===== src/hdl/ms_pkg.sv =====
// Shared types for the merge sorter: controller commands, datapath status
// and the element width. No dependencies.
`timescale 1ns / 1ps

package ms_pkg;

    localparam int DATA_W = 32;

    // the controller raises the commands of its state; a merge write may
    // also carry a run or pass advance, and the final output a clear
    typedef struct packed {
        logic load;       // store an incoming element
        logic sort_init;  // width 1, first run, source is the load store
        logic run_init;   // set up bounds and pointers of the next run
        logic step;       // write one merged element, advance pointers
        logic next_run;   // advance to the next pair of runs
        logic next_pass;  // double the width, swap source and destination
        logic emit_init;  // rewind the read pointer for output
        logic emit_adv;   // present one sorted element, advance
        logic clear;      // drop the element count
    } t_ms_cmd;

    typedef struct packed {
        logic n_gt1;      // more than one element held
        logic run_last;   // this step writes the final element of the run
        logic pass_last;  // the current run pair closes the pass
        logic sort_last;  // the current pass is the final one
        logic emit_last;  // the element being emitted is the final one
    } t_ms_stat;

endpackage


===== src/hdl/ms_ctrl.sv =====
// Merge sorter controller: sequences load, merge passes and output.
// Drives datapath commands from its status. Depends on ms_pkg.
`timescale 1ns / 1ps

module ms_ctrl import ms_pkg::*; (
    input  logic     i_clk,
    input  logic     i_rst_n,
    input  logic     start,
    input  logic     i_last,
    output logic     busy,
    output logic     o_strobe,
    output t_ms_cmd  o_cmd,
    input  t_ms_stat i_stat
);

    localparam logic [2:0] S_IDLE      = 3'd0;
    localparam logic [2:0] S_SETUP     = 3'd1;
    localparam logic [2:0] S_RUN_INIT  = 3'd2;
    localparam logic [2:0] S_RD        = 3'd3;
    localparam logic [2:0] S_WR        = 3'd4;
    localparam logic [2:0] S_EMIT_INIT = 3'd5;
    localparam logic [2:0] S_EMIT_RD   = 3'd6;
    localparam logic [2:0] S_EMIT_OUT  = 3'd7;

    logic [2:0] r_state, n_state;

    always_comb begin
        n_state  = r_state;
        o_cmd    = '0;
        o_strobe = 1'b0;
        unique case (r_state)
            S_IDLE: begin
                if (start) begin
                    o_cmd.load = 1'b1;
                    if (i_last) begin
                        n_state = S_SETUP;
                    end
                end
            end
            S_SETUP: begin
                o_cmd.sort_init = 1'b1;
                n_state = i_stat.n_gt1 ? S_RUN_INIT : S_EMIT_INIT;
            end
            S_RUN_INIT: begin
                o_cmd.run_init = 1'b1;
                n_state = S_RD;
            end
            S_RD: begin
                // wait for registered store data
                n_state = S_WR;
            end
            S_WR: begin
                o_cmd.step = 1'b1;
                n_state = S_RD;
                if (i_stat.run_last) begin
                    n_state = S_RUN_INIT;
                    if (i_stat.pass_last) begin
                        o_cmd.next_pass = 1'b1;
                        if (i_stat.sort_last) begin
                            n_state = S_EMIT_INIT;
                        end
                    end else begin
                        o_cmd.next_run = 1'b1;
                    end
                end
            end
            S_EMIT_INIT: begin
                o_cmd.emit_init = 1'b1;
                n_state = S_EMIT_RD;
            end
            S_EMIT_RD: begin
                n_state = S_EMIT_OUT;
            end
            S_EMIT_OUT: begin
                o_cmd.emit_adv = 1'b1;
                o_strobe = 1'b1;
                n_state = S_EMIT_RD;
                if (i_stat.emit_last) begin
                    o_cmd.clear = 1'b1;
                    n_state = S_IDLE;
                end
            end
            default: begin
                n_state = S_IDLE;
            end
        endcase
    end

    assign busy = (r_state != S_IDLE);

    always_ff @(posedge i_clk) begin
        if (!i_rst_n) begin
            r_state <= S_IDLE;
        end else begin
            r_state <= n_state;
        end
    end

endmodule


===== config.mk =====
export PLATFORM = sky130hd
export DESIGN_NAME = ms_ctrl
export DESIGN_NICKNAME = d
export VERILOG_FILES = /design/src/hdl/ms_pkg.sv /design/src/hdl/ms_ctrl.sv
export SDC_FILE = /design/constraint.sdc
export NUM_CORES = 1
export LEC_CHECK = 0
export BUFFER_PORTS_ARGS = -buffer_cell sky130_fd_sc_hd__buf_4
export CAP_MARGIN = 10
export CORE_AREA = 2 2 39 41
export DETAILED_ROUTE_END_ITERATION = 8
export DIE_AREA = 0 0 41 43
export PLACE_DENSITY = 0.51
export SLEW_MARGIN = 25
export SYNTH_ARGS = -nofsm -noshare
export SYNTH_HDL_FRONTEND = slang
export SYNTH_SLANG_ARGS = --single-unit

===== constraint.sdc =====
create_clock -name i_clk -period 1.28 [get_ports i_clk]
set_input_delay 0.064 -clock i_clk [delete_from_list [all_inputs] [get_ports i_clk]]
set_output_delay 0.064 -clock i_clk [all_outputs]
set_load 0.02 [all_outputs]

==> flow_summary_export.csv <==
group,metric,value,unit
setup_path,crit_fanout,7,
pwr,p_int,385,uW
place,place_congestion,0.800,
detailed_routing,drtIter0Drc,6,
detailed_routing,wirelength,784,um
setup_path,critPathBufInv,2,
cells_and_area,final_nets,70,
setup_path,critical_path_class,"reg -> out",
hold_path,hp-class,"in -> reg",
cts,root_buffer,"clkbuf_4",
floorplanning,rows,14,
sta,rsz0062_at_grt,"true",
synthesis,synthesis.instances,36,
synthesis,netlist_top_cells_area,"dfxtp_1 (22%), buf_6 (8.2%), and3_1 (6.8%)",
place,post_dp_cell_area,419,um2
job,drv_cap,0,
sta,hold_viol,0,
grt,grt.total_usage,0.0884,
setup_path,crit_family,"flip-flops",
sta,fin_worst_skew,1.46,ps
detailed_routing,wire_per_inst,10.3,um
cts,htreeDepth,1,
setup_path,cp.depth,4,
synthesis,synth_cell_types,20,
pwr,p_per_area,1200,nW/um2
synthesis,ys_seq_area_frac,0.219,
synthesis,synth_largest_area_cell,"dfxtp_1",
place,place.port_buffers,19,
sta,min_period,1250,ps
cts,cts_made_buffers,3,
cells_and_area,top_register,"r_state",
hold_path,worstHoldPathCells,3,
sta,drv_slew,0,
cells_and_area,n_antenna_cell,0,
detailed_routing,drc,0,
pwr,power_frac_seq,0.218,
cts,clkLatencyLatePin,230,ps
place,dp_slack,102,ps
grt,gr-total-overflow,0,
cts,cts.sinks,3,
cells_and_area,fin_cells,76,
cts,clockBufferDepth,2,
sta,fin_ws,32.3,ps
synthesis,synth_top_area_frac,0.219,
pwr,pwr-share-comb,0.522,
sta,timing.hold.ws,79.1,ps
cells_and_area,largest_register_ffs,3,
cts,cts_hold_buf,0,
sta,period_share,0.975,
floorplanning,design.core.area,1380,um2
setup_path,worstPathRequired,1220,ps
pwr,peakVddDrop,593,uV
floorplanning,start_util,0.198,
sta,tightest_slew,181,ps
pwr,leakage,0.241,nW
setup_path,worstSetupStartpoint,"r_state[2]",
detailed_routing,vias_per_cell,4.55,
setup_path,crit_path_cell_trace,"clkinvlp_4 > nor3_4 > and3_4 > buf_6",
synthesis,netlist_area,274,um2
cells_and_area,layout-drive-gt1-share,0.583,
sta,setup_tns,0,ps
place,dp.cells,69,
detailed_routing,postRouteAntennaNets,0,
sta,finalSetupViolCount,0,
setup_path,endpoint_kind,"output port",
grt,grt_max_degree,11,
synthesis,synth_seq_cells,3,
synthesis,synth_edf_count,0,
cells_and_area,synthToLayoutAreaGrowth,84.9,%
pwr,switchingPower,222,uW
synthesis,synth_common_cells,"nor2_1 (5), and3_1 (3), dfxtp_1 (3), nand2_1 (3), nor3_1 (3)",
setup_path,worst_path_max_delay_cell,"dfxtp_4",
cells_and_area,fillers,147,
cts,cts.clk_slew.worst_paths,30,ps
run_status,outcome,"finished clean",
sta,fmax,0.801,GHz
setup_path,arrival,1180,ps
setup_path,r2r_cells,4,
floorplanning,die_area,1760,um2
synthesis,synth_most_common_cell,"nor2_1",
grt,grt_pass1_wl,1.12,mm
setup_path,start_kind,"flip-flop",
pwr,swShare,0.366,
floorplanning,io_pins,20,
synthesis,post_synth.cell_area_avg,7.61,um2
pwr,clockPowerShare,0.260,
cts,cts_tree,"yes",
synthesis,ys_warn_count,0,
setup_path,critPathMaxStageDelay,380,ps
pwr,power.total,606,uW
floorplanning,die_h,43,um
floorplanning,die_x,41,um
synthesis,synth-main-ff-cell,"dfxtp_1",
cells_and_area,final_util,0.366,
hold_path,min_from,"i_rst_n",
cells_and_area,final_cell_area,507,um2
sta,worst_slew_margin_rel,0.878,
synthesis,synth-async-reset-ratio,0,
grt,grt_pass1_vias,288,
detailed_routing,first_pass_iters,4,
place,dp_hpwl,617,um
setup_path,r2r_start,"r_state[2]",
detailed_routing,routed-via-count,346,
synthesis,synth_nets,45,
grt,antenna_found_initial,0,
cells_and_area,largestRegisters,"r_state: 3 flops",
## layout by cell type (no fill, tap or decap), drive strengths merged, types with 2 or more instances in the layout
cell type / Yosys / layout
nand2: 3 / 3
dfxtp: 3 / 3
nor2: 5 / 5
nor3: 3 / 3
buf: 4 / 24
clkbuf: 0 / 4
and3: 3 / 3
a21oi: 2 / 2
## power groups by stage
| stage | registers (mW) | clock network [mW] | logic [mW] |
|---|---|---|---|
| after global placement | 0.130 | 0 | 0.281 |
| after CTS | 0.129 | 0.166 | 0.289 |
| after global routing | 0.135 | 0.176 | 0.342 |
| after detailed placement | 0.129 | 0 | 0.278 |
| after floorplan | 0.117 | 0 | 0.199 |
| final | 0.132 | 0.158 | 0.316 |
## worst paths after layout
kind / slack (ps) / end
min reg2reg: 650 / r_state[2]
max: 30 / o_cmd[3]
max reg2reg: 100 / r_state[2]
min: 80 / r_state[2]
## metal layers
metal,vias to the layer above,share of wire,track usage
met5,-,0,0
met2,11,0.47,0.141
met3,0,0.061,0.0262
met1,149,0.46,0.113
li1,186,-,-
met4,0,0,0.0200
## cell families (layout without fill, tap and decap cells)
group,after synthesis,after routing,share of synthesized area
AND/OR/NAND/NOR,18,18,0.356
flip-flops,3,3,0.219
buffers and inverters,6,30,0.164
AO/OA/AOI/OAI,9,9,0.260
## worst register-to-register path, cell delays in order (launching register included)
cell and delay, ps:
dfxtp_4 360, buf_4 150, and4_4 170, a311o_1 310, a21oi_1 110
## timing repair
action | CTS | global route
setup endpoints to repair | 5 | 2
endpoints found under the hold margin | 0 | 0
gates resized for setup | 5 | 6
setup buffers | 0 | 3
pin swaps | 0 | 2
## final cells by class
cell class                      instances  area, um2  share of cell area
Multi-Input combinational cell         27        193               0.380
Tap cell                               16       20.0              0.0395
Inverter                                2       11.3              0.0222
Clock buffer                            4       26.3              0.0519
Timing Repair Buffer                   24        191               0.378
Sequential cell                         3       65.1               0.128
Note: power is estimated with default switching activity, not from simulation.
